## config.mk

```make
export PLATFORM = sky130hd
export DESIGN_NAME = lru_key_value_cache_top
export DESIGN_NICKNAME = d
export VERILOG_FILES = /design/src/rtl/lkvc_pkg.sv /design/src/rtl/lkvc_ctrl.sv /design/src/rtl/lkvc_dp.sv /design/src/rtl/lru_key_value_cache_top.sv
export SDC_FILE = /design/constraint.sdc
export NUM_CORES = 1
export LEC_CHECK = 0
export BUFFER_PORTS_ARGS = -buffer_cell sky130_fd_sc_hd__buf_2
export CAP_MARGIN = 20
export CELL_PAD_IN_SITES_DETAIL_PLACEMENT = 1
export CELL_PAD_IN_SITES_GLOBAL_PLACEMENT = 2
export CORE_ASPECT_RATIO = 1.1
export CORE_MARGIN = 2
export CORE_UTILIZATION = 52
export CTS_BUF_LIST = sky130_fd_sc_hd__clkbuf_8
export CTS_CLUSTER_SIZE = 10
export DETAILED_ROUTE_END_ITERATION = 7
export PLACE_DENSITY_LB_ADDON = 0.1
export SKIP_LAST_GASP = 1
export SLEW_MARGIN = 15
export SYNTH_ARGS = -nofsm -noshare
export SYNTH_HDL_FRONTEND = slang
export SYNTH_SLANG_ARGS = --single-unit
```

## constraint.sdc

```tcl
create_clock -name i_clk -period 10.2 [get_ports i_clk]
set_input_delay 3.06 -clock i_clk [delete_from_list [all_inputs] [get_ports i_clk]]
set_output_delay 3.06 -clock i_clk [all_outputs]
set_load 0.03 [all_outputs]
```

## src/rtl/lkvc_pkg.sv

```systemverilog
// ----------------------------------------------------------------------------
// lkvc_pkg
// Shared types and constants for the LRU key/value cache.
// ----------------------------------------------------------------------------
package lkvc_pkg;

    localparam int unsigned CAP_W = 5;
    localparam logic [CAP_W-1:0] CAP_RESET = 5'd16;

    localparam logic REQ_GET = 1'b0;
    localparam logic REQ_PUT = 1'b1;

    localparam logic signed [31:0] MISS_VALUE = 32'hFFFF_FFFF;

    typedef struct packed {
        logic               req_type;
        logic signed [31:0] req_key;
        logic signed [31:0] req_value;
    } t_req;

    typedef struct packed {
        logic               hit;
        logic signed [31:0] read_value;
    } t_rsp;

    // controller -> datapath
    typedef struct packed {
        logic load;
        logic rd_en;
        logic commit;
    } t_cmd;

    // datapath -> controller
    typedef struct packed {
        logic last_rd;
    } t_stat;

endpackage

```

## src/rtl/lkvc_ctrl.sv

```systemverilog
// ----------------------------------------------------------------------------
// lkvc_ctrl
// Sequencer: latch request, scan all slots, apply the update.
// ----------------------------------------------------------------------------
module lkvc_ctrl
    import lkvc_pkg::*;
(
    input  logic  i_clk,
    input  logic  i_rst_n,
    input  logic  start,
    input  t_stat i_stat,
    output t_cmd  o_cmd,
    output logic  busy
);

    localparam logic [1:0] S_IDLE   = 2'd0;
    localparam logic [1:0] S_SCAN   = 2'd1;
    localparam logic [1:0] S_DRAIN  = 2'd2;
    localparam logic [1:0] S_COMMIT = 2'd3;

    logic [1:0] r_state;
    logic [1:0] n_state;

    always_comb begin
        n_state = r_state;
        case (r_state)
            S_IDLE: begin
                if (start) n_state = S_SCAN;
            end
            S_SCAN: begin
                if (i_stat.last_rd) n_state = S_DRAIN;
            end
            // last compare lands here
            S_DRAIN:  n_state = S_COMMIT;
            S_COMMIT: n_state = S_IDLE;
            default:  n_state = S_IDLE;
        endcase
    end

    always_ff @(posedge i_clk) begin
        if (!i_rst_n) begin
            r_state <= S_IDLE;
        end else begin
            r_state <= n_state;
        end
    end

    assign o_cmd.load   = (r_state == S_IDLE) && start;
    assign o_cmd.rd_en  = (r_state == S_SCAN);
    assign o_cmd.commit = (r_state == S_COMMIT);
    assign busy         = (r_state != S_IDLE);

endmodule

```

## src/rtl/lkvc_dp.sv

```systemverilog
// ----------------------------------------------------------------------------
// lkvc_dp
// Key/data memories, valid bits, recency ranks, scan trackers and response.
// ----------------------------------------------------------------------------
module lkvc_dp
    import lkvc_pkg::*;
#(
    parameter int MAX_ENTRIES = 16
)
(
    input  logic             i_clk,
    input  logic             i_rst_n,
    input  t_cmd             i_cmd,
    input  t_req             i_req,
    input  logic             i_cfg_we,
    input  logic [CAP_W-1:0] i_cfg_data,
    output t_stat            o_stat,
    output logic             o_rsp_strobe,
    output t_rsp             o_rsp
);

    localparam int IW = $clog2(MAX_ENTRIES);
    localparam int FW = $clog2(MAX_ENTRIES + 1);
    localparam int CW = (FW > CAP_W) ? FW : CAP_W;

    logic [31:0] key_mem  [MAX_ENTRIES];
    logic [31:0] data_mem [MAX_ENTRIES];

    t_req             r_req;
    logic [IW-1:0]    r_rd_idx;
    logic             r_cmp_vld;
    logic [IW-1:0]    r_cmp_idx;
    logic [31:0]      r_key_q;
    logic [31:0]      r_data_q;

    logic [MAX_ENTRIES-1:0] r_valid;
    logic [IW-1:0]          r_rec [MAX_ENTRIES];
    logic [FW-1:0]          r_fill;
    logic [CAP_W-1:0]       r_cap;

    logic          r_found;
    logic [IW-1:0] r_found_idx;
    logic [IW-1:0] r_found_rec;
    logic [31:0]   r_found_data;
    logic          r_old_any;
    logic [IW-1:0] r_old_idx;
    logic [IW-1:0] r_old_rec;
    logic          r_free_any;
    logic [IW-1:0] r_free_idx;

    logic r_out_vld;
    t_rsp r_rsp;
    t_rsp n_rsp;

    logic          cmp_v;
    logic [IW-1:0] cmp_rec;
    logic          full;
    logic          do_touch;
    logic [IW-1:0] t_slot;
    logic [FW-1:0] t_limit;
    logic          mem_we;
    logic          ins;

    assign o_stat.last_rd = (r_rd_idx == IW'(MAX_ENTRIES - 1));

    assign cmp_v   = r_valid[r_cmp_idx];
    assign cmp_rec = r_rec[r_cmp_idx];

    // effective capacity is the register clamped to 1..MAX_ENTRIES
    assign full = (r_cap == '0) ? (r_fill != '0)
                : ((CW'(r_fill) >= CW'(r_cap)) || (r_fill >= FW'(MAX_ENTRIES)));

    always_comb begin
        do_touch = 1'b0;
        t_slot   = r_found_idx;
        t_limit  = FW'(r_found_rec);
        mem_we   = 1'b0;
        ins      = 1'b0;
        n_rsp.hit        = r_found;
        n_rsp.read_value = r_req.req_value;
        if (r_req.req_type == REQ_GET) begin
            n_rsp.read_value = r_found ? $signed(r_found_data) : MISS_VALUE;
            do_touch         = r_found;
        end else if (r_found) begin
            mem_we   = 1'b1;
            do_touch = 1'b1;
        end else if (full) begin
            mem_we   = 1'b1;
            do_touch = 1'b1;
            t_slot   = r_old_idx;
            t_limit  = FW'(r_old_rec);
        end else if (r_free_any) begin
            mem_we   = 1'b1;
            do_touch = 1'b1;
            ins      = 1'b1;
            t_slot   = r_free_idx;
            t_limit  = r_fill;
        end
    end

    // memories: one read per scan step, at most one write at commit
    always_ff @(posedge i_clk) begin
        if (i_cmd.commit && mem_we) begin
            key_mem[t_slot]  <= r_req.req_key;
            data_mem[t_slot] <= r_req.req_value;
        end
        if (i_cmd.rd_en) begin
            r_key_q  <= key_mem[r_rd_idx];
            r_data_q <= data_mem[r_rd_idx];
        end
    end

    always_ff @(posedge i_clk) begin
        if (!i_rst_n) begin
            r_rd_idx   <= '0;
            r_cmp_vld  <= 1'b0;
            r_cmp_idx  <= '0;
            r_valid    <= '0;
            r_fill     <= '0;
            r_cap      <= CAP_RESET;
            r_found    <= 1'b0;
            r_old_any  <= 1'b0;
            r_free_any <= 1'b0;
            r_out_vld  <= 1'b0;
            for (int i = 0; i < MAX_ENTRIES; i++) begin
                r_rec[i] <= '0;
            end
        end else begin
            if (i_cfg_we) r_cap <= i_cfg_data;

            r_cmp_vld <= i_cmd.rd_en;
            r_cmp_idx <= r_rd_idx;
            r_out_vld <= i_cmd.commit;

            if (i_cmd.load) begin
                r_req      <= i_req;
                r_rd_idx   <= '0;
                r_found    <= 1'b0;
                r_old_any  <= 1'b0;
                r_free_any <= 1'b0;
            end else if (i_cmd.rd_en) begin
                r_rd_idx <= r_rd_idx + 1'b1;
            end

            if (r_cmp_vld) begin
                if (cmp_v && (r_key_q == r_req.req_key) && !r_found) begin
                    r_found      <= 1'b1;
                    r_found_idx  <= r_cmp_idx;
                    r_found_rec  <= cmp_rec;
                    r_found_data <= r_data_q;
                end
                if (cmp_v && (!r_old_any || (cmp_rec > r_old_rec))) begin
                    r_old_any <= 1'b1;
                    r_old_idx <= r_cmp_idx;
                    r_old_rec <= cmp_rec;
                end
                if (!cmp_v && !r_free_any) begin
                    r_free_any <= 1'b1;
                    r_free_idx <= r_cmp_idx;
                end
            end

            if (i_cmd.commit) begin
                r_rsp <= n_rsp;
                if (ins) begin
                    r_valid[t_slot] <= 1'b1;
                    r_fill          <= r_fill + 1'b1;
                end
                if (do_touch) begin
                    // touched slot becomes rank 0; younger entries age by one
                    for (int i = 0; i < MAX_ENTRIES; i++) begin
                        if (IW'(i) == t_slot) begin
                            r_rec[i] <= '0;
                        end else if (r_valid[i] && (FW'(r_rec[i]) < t_limit)) begin
                            r_rec[i] <= r_rec[i] + 1'b1;
                        end
                    end
                end
            end
        end
    end

    assign o_rsp_strobe = r_out_vld;
    assign o_rsp        = r_rsp;

endmodule

```

## src/rtl/lru_key_value_cache_top.sv

```systemverilog
// ----------------------------------------------------------------------------
// lru_key_value_cache_top
// Fully associative key/value cache with least-recently-used replacement.
// ----------------------------------------------------------------------------
// An item is taken when start is high and busy is low. The block then reads
// its key memory one slot per cycle, so each item holds busy through
// MAX_ENTRIES scan reads, the last compare and the update. The result
// is shown with o_rsp_strobe for exactly one cycle, the first cycle in
// which busy is low again, and cannot be held off; a new item may be
// started in that same cycle. The capacity register is written through
// i_cfg_valid/o_cfg_ready, which is always ready; write it only while the
// block is idle.
module lru_key_value_cache_top
    import lkvc_pkg::*;
#(
    parameter int MAX_ENTRIES = 16
)
(
    input  logic             i_clk,
    input  logic             i_rst_n,
    input  logic             start,
    output logic             busy,
    input  t_req             i_req,
    output logic             o_rsp_strobe,
    output t_rsp             o_rsp,
    input  logic             i_cfg_valid,
    output logic             o_cfg_ready,
    input  logic [CAP_W-1:0] i_cfg_data
);

    t_cmd  cmd;
    t_stat stat;

    assign o_cfg_ready = 1'b1;

    lkvc_ctrl u_ctrl (
        .i_clk   (i_clk),
        .i_rst_n (i_rst_n),
        .start   (start),
        .i_stat  (stat),
        .o_cmd   (cmd),
        .busy    (busy)
    );

    lkvc_dp #(
        .MAX_ENTRIES (MAX_ENTRIES)
    ) u_dp (
        .i_clk        (i_clk),
        .i_rst_n      (i_rst_n),
        .i_cmd        (cmd),
        .i_req        (i_req),
        .i_cfg_we     (i_cfg_valid && o_cfg_ready),
        .i_cfg_data   (i_cfg_data),
        .o_stat       (stat),
        .o_rsp_strobe (o_rsp_strobe),
        .o_rsp        (o_rsp)
    );

`ifndef NO_ASSERTIONS
    a_busy_after_accept: assert property (@(posedge i_clk) disable iff (!i_rst_n)
        (start && !busy) |=> busy)
        else $error("busy did not rise after an accepted item");

    a_strobe_single: assert property (@(posedge i_clk) disable iff (!i_rst_n)
        o_rsp_strobe |=> !o_rsp_strobe)
        else $error("result strobe held for more than one cycle");

    a_strobe_ends_busy: assert property (@(posedge i_clk) disable iff (!i_rst_n)
        o_rsp_strobe |-> ($past(busy) && !busy))
        else $error("result strobe not aligned with end of busy");
`endif

endmodule

```

==> results by stage <==
STA:
- The clock tree skew after final layout is 40.2 ps.
- The number of hold violations in the final report was 0.
- The relative slew slack is 25.0%.
- The achievable clock frequency is 172 MHz.
- The period utilization is 57.1%.
- The clock period could shrink to 5830 ps.
- The actual transition at the worst max-transition pin is 1120 ps.
- The number of failing setup endpoints in the final timing report is 0.
- Summed over all failing endpoints, the final setup total negative slack is 0 ps.
- The final worst-path setup slack is 4370 ps.
- The number of max-slew violations in the final report was 0.
- Setup repair after global routing left no endpoint under its margin.

Power:
- The fraction of power consumed by the clock network is 34.7%.
- The sequential share of power is 53.3%.
- The internal power of the cells totals 9.25 mW.
- The switching portion of total power is 25.2%.
- Across the VDD grid, the largest voltage drop is 0.128 mV.
- The switching power is 3.12 mW.
- Summed over all cells, the static leakage comes to 18.9 nW.
- The share of total power in combinational logic is 12.0%.
- Power spread over the standard cell area amounts to 208 nW/um^2.

Synth:
- The number of nets handed over by synthesis was 2672.
- The share of the Yosys chip area taken by registers is 75.3%.
- The count of mapped cells out of synthesis is 2533.
- The count of warnings emitted by yosys is 0.
- The average cell area after synthesis is 20.9 sq um.
- The dominant cell by count in the synthesized netlist is sky130_fd_sc_hd__edfxtp_1.
- The commonest register cell after synthesis is sky130_fd_sc_hd__edfxtp_1.
- By area the synthesized netlist is led by sky130_fd_sc_hd__edfxtp_1 (74%), sky130_fd_sc_hd__mux4_2 (15%), sky130_fd_sc_hd__dfxtp_1 (1.5%).
- Summed over all instances, the cell type with the most area after synthesis is sky130_fd_sc_hd__edfxtp_1.
- Yosys mapped a number of flops with a built-in enable equal to 1302.
- By count the netlist is led by sky130_fd_sc_hd__edfxtp_1 (1302), sky130_fd_sc_hd__mux4_2 (345), sky130_fd_sc_hd__nor2_1 (126), sky130_fd_sc_hd__clkbuf_1 (85), sky130_fd_sc_hd__inv_1 (79).
- The post-synthesis register bit count is 1343.
- Counting distinct cell types in the post-synthesis netlist gives 74.
- In this run the cell area of the synthesized design comes to 53000 sq um.
- The fraction of post-synthesis cell area in the top cell type by area is 73.8%.
- After synthesis, the share of flip-flops with an asynchronous set or reset is 0%.

Clock network:
- TritonCTS built the clock tree.
- The number of buffers created by CTS is 208.
- The total setup buffers inserted after CTS is 0.
- The root buffer cell chosen for the clock tree is sky130_fd_sc_hd__clkbuf_8.
- The post-cts resize count is 0.
- The clock passes through at most 3 buffers.
- Clock-pin slew was measured on the worst setup and hold paths at 60 ps.
- The tree built by TritonCTS fans out to 1343 sinks.
- The later pin in the worst-skew pair is clocked with a latency of 870 ps.
- The H-tree depth is 4.
- After clock tree synthesis, the flow added hold-fix buffers numbering 0.

Setup path:
- The worst register-to-register path has a depth of 9.
- For this run, the slowest stage of the critical path takes 910 ps.
- The startpoint identified for the worst register-to-register timing path is u_dp.r_req[64].
- The critical path is of the register to register type.
- The most numerous cell on the critical path is sky130_fd_sc_hd__buf_4.
- The highest fanout seen on the critical path is 40.
- The cell with the largest stage delay on the worst path is sky130_fd_sc_hd__nor2_4.
- The element type at the critical path end is a register.
- In this run the critical register-to-register path is captured at u_dp.key_mem[2][1].
- The slack of the worst reg-to-reg path is 4370 ps.
- The kind of start point of the critical path is a register.
- Broken down by cell family, the worst path's largest delay share belongs to simple AND/OR/NAND/NOR gates.
- The signal on the critical path passes through buf_4, nor2b_1, o21ai_1, nor2_2, nor2_1, nor3_1, nand3_1, nor2_4, buf_4.
- The count of buffer and inverter cells on the critical path is 2.
- The critical path required time is 10670 ps.
- The worst endpoint data arrival time is 6300 ps.

Routing:
- The detailed router placed 26384 vias in this run.
- In the detailed route, the total length drawn on met3 is 7.23 mm.
- The post-detailed-route DRC marker count is 0.
- The initial detailed-routing violation count is 2559.
- The uppermost signal routing layer after detailed routing is met4.
- In this run the remaining antenna-violating nets after routing total 0.
- The routed via count divided by cell count is 6.08.
- The mean routed wirelength per cell is 30.0 um.
- The final wirelength is 130 mm.
- The length of routed wiring on met1 is 53.9 mm.
- The first detailed-routing pass took 5 iterations.
- The wire length on met2 is 66.0 mm.

Hold path:
- The worst hold path begins at u_dp.r_data_q[19].
- For hold timing, the worst endpoint is u_dp.r_found_data[19].
- Counting instances, the worst hold path has a depth of 0.
- The class of the tightest hold or removal check is register to register.

Floorplanning:
- The count of pins on the block boundary is 110.
- The floorplan step set the die width to 308 um.
- The die area is 104000 sq um.
- For this configuration, the core starts out at a cell density of 52.5%.
- The core region is 101000 sq um.
- The height of the chip is 339 um.
- The number of placement rows is 122.

Global route:
- Entering global routing, the biggest net connects 69 pins.
- The number of antenna violations at the first check in global routing is 1.
- The via count of the first global-routing pass is 28732.
- For this run, the total global-route usage over all layers was measured as 25.7%.
- The remaining global-route overflow is 0.
- The first global-routing pass estimated 194 mm of wire.

Placed design:
- At the end of routability-driven placement, the weighted congestion stood at 0.839.
- The count of buffers inserted at the top-level ports is 108.
- The placed wire-length estimate is 71.5 mm.
- Before CTS, the worst setup slack after placement is 4230 ps.

Run:
- The tool flagged a number of max-cap violations equal to 0.

Cells and area:
- The sequential cells in the finished layout cover a total of 39900 sq um.
- The multi-input combinational cell area is 12500 sq um.
- The relative area change from synthesis to final layout is 12.2%.
- The utilization after layout is 58.9%.
- After filler insertion, the fill cell instance count of the layout stands at 8559.
- The fraction of final layout cells sized beyond drive strength 1 is 28.0%.
- After the last flow step, the layout net total stands at 2932.

Outcome:
- The run finished with clean final reports.
[power by group through the flow]
stage          Clock, mW  Sequential (mW)  Combinational, mW
2_1_floorplan          0             6.61               1.09
3_3_place_gp           0             6.70               1.45
3_5_place_dp           0             6.73               1.48
4_1_cts             4.40             6.61               1.48
5_1_grt             4.62             6.62               1.61
6_report            4.29             6.59               1.49
[layout make-up]
class                      instances  area share, %
multi-input combinational        993           21.0
clock inverter                   175           1.67
clock buffer                     215           4.98
antenna                            2        0.00842
sequential                      1343           67.2
tap                             1364           2.87
timing repair buffer             168           1.83
inverter                          79          0.499
[sequential cells by signal (all words and copies together), names as in the netlist, 16 cells and up]
name	count
u_dp.data_mem	512
u_dp.key_mem	512
u_dp.r_req	65
u_dp.r_rec	64
u_dp.o_rsp	33
u_dp.r_data_q	32
u_dp.r_found_data	32
u_dp.r_key_q	32
u_dp.r_valid	16
[kinds of logic (layout without fill, tap and decap cells)]
group | Yosys count | in the layout | synth area share, %
XOR/XNOR | 70 | 70 | 1.16
AO/OA/AOI/OAI | 218 | 218 | 3.09
flip-flops | 1343 | 1343 | 75.3
other | 1 | 3 | 0.00708
multiplexers | 350 | 350 | 14.8
adder cells (fa/ha/maj) | 66 | 66 | 1.55
buffers and inverters | 197 | 637 | 1.44
AND/OR/NAND/NOR | 288 | 288 | 2.67
[per-layer routing]
layer / global-route usage (%) / up-vias
met5: 0 / -
met4: 8.27 / 0
met3: 4.34 / 209
met2: 42.2 / 895
met1: 35.5 / 14179
li1: - / 11101
[worst register-to-register path, stage by stage (launching register included)]
cell and delay [ps]:
sky130_fd_sc_hd__edfxtp_1 320, sky130_fd_sc_hd__buf_4 560, sky130_fd_sc_hd__nor2b_1 800, sky130_fd_sc_hd__o21ai_1 220, sky130_fd_sc_hd__nor2_2 530, sky130_fd_sc_hd__nor2_1 130, sky130_fd_sc_hd__nor3_1 740, sky130_fd_sc_hd__nand3_1 400
sky130_fd_sc_hd__nor2_4 910, sky130_fd_sc_hd__buf_4 800
[per-stage QoR]
step	instance area, sq um	hold WS, ps	power [mW]	cells
after floorplan	53000	400	7.70	2533
after global placement	55400	402	8.15	3941
after detailed placement	55400	406	8.21	3943
after CTS	59300	411	12.5	4333
after global routing	59400	418	12.8	4339
final	59400	414	12.4	4339
[worst max-delay path by stage]
stage / slack, ps / cells past startpoint / endpoint / startpoint
after floorplan: 2890 / 11 / u_dp.data_mem[13][0] / u_dp.r_cap[4]
after global placement: 4330 / 7 / u_dp.r_rec[1][0] / i_rst_n
after detailed placement: 4230 / 7 / u_dp.r_rec[9][0] / i_rst_n
after CTS: 4340 / 9 / u_dp.data_mem[2][16] / u_dp.r_req[64]
after global routing: 3990 / 9 / u_dp.key_mem[2][1] / u_dp.r_req[64]
final: 4370 / 9 / u_dp.key_mem[2][1] / u_dp.r_req[64]
[layout by cell type (no fill, tap or decap), types with 23 or more instances in the layout]
master | netlist | layout
sky130_fd_sc_hd__edfxtp_1 | 1302 | 1302
sky130_fd_sc_hd__mux4_2 | 345 | 345
sky130_fd_sc_hd__clkbuf_8 | 0 | 215
sky130_fd_sc_hd__inv_1 | 79 | 137
sky130_fd_sc_hd__nor2_1 | 126 | 109
sky130_fd_sc_hd__buf_2 | 3 | 108
sky130_fd_sc_hd__ha_1 | 65 | 64
sky130_fd_sc_hd__clkinv_1 | 0 | 64
sky130_fd_sc_hd__buf_4 | 2 | 54
sky130_fd_sc_hd__a21oi_1 | 52 | 51
sky130_fd_sc_hd__xor2_1 | 47 | 47
sky130_fd_sc_hd__dfxtp_1 | 41 | 37
sky130_fd_sc_hd__clkinv_2 | 0 | 34
sky130_fd_sc_hd__nand2_1 | 29 | 29
sky130_fd_sc_hd__o211ai_1 | 28 | 28
sky130_fd_sc_hd__nand3_1 | 26 | 26
sky130_fd_sc_hd__nor3_1 | 27 | 25
sky130_fd_sc_hd__xnor2_1 | 23 | 23
Note: power is estimated with default switching activity, not from simulation.
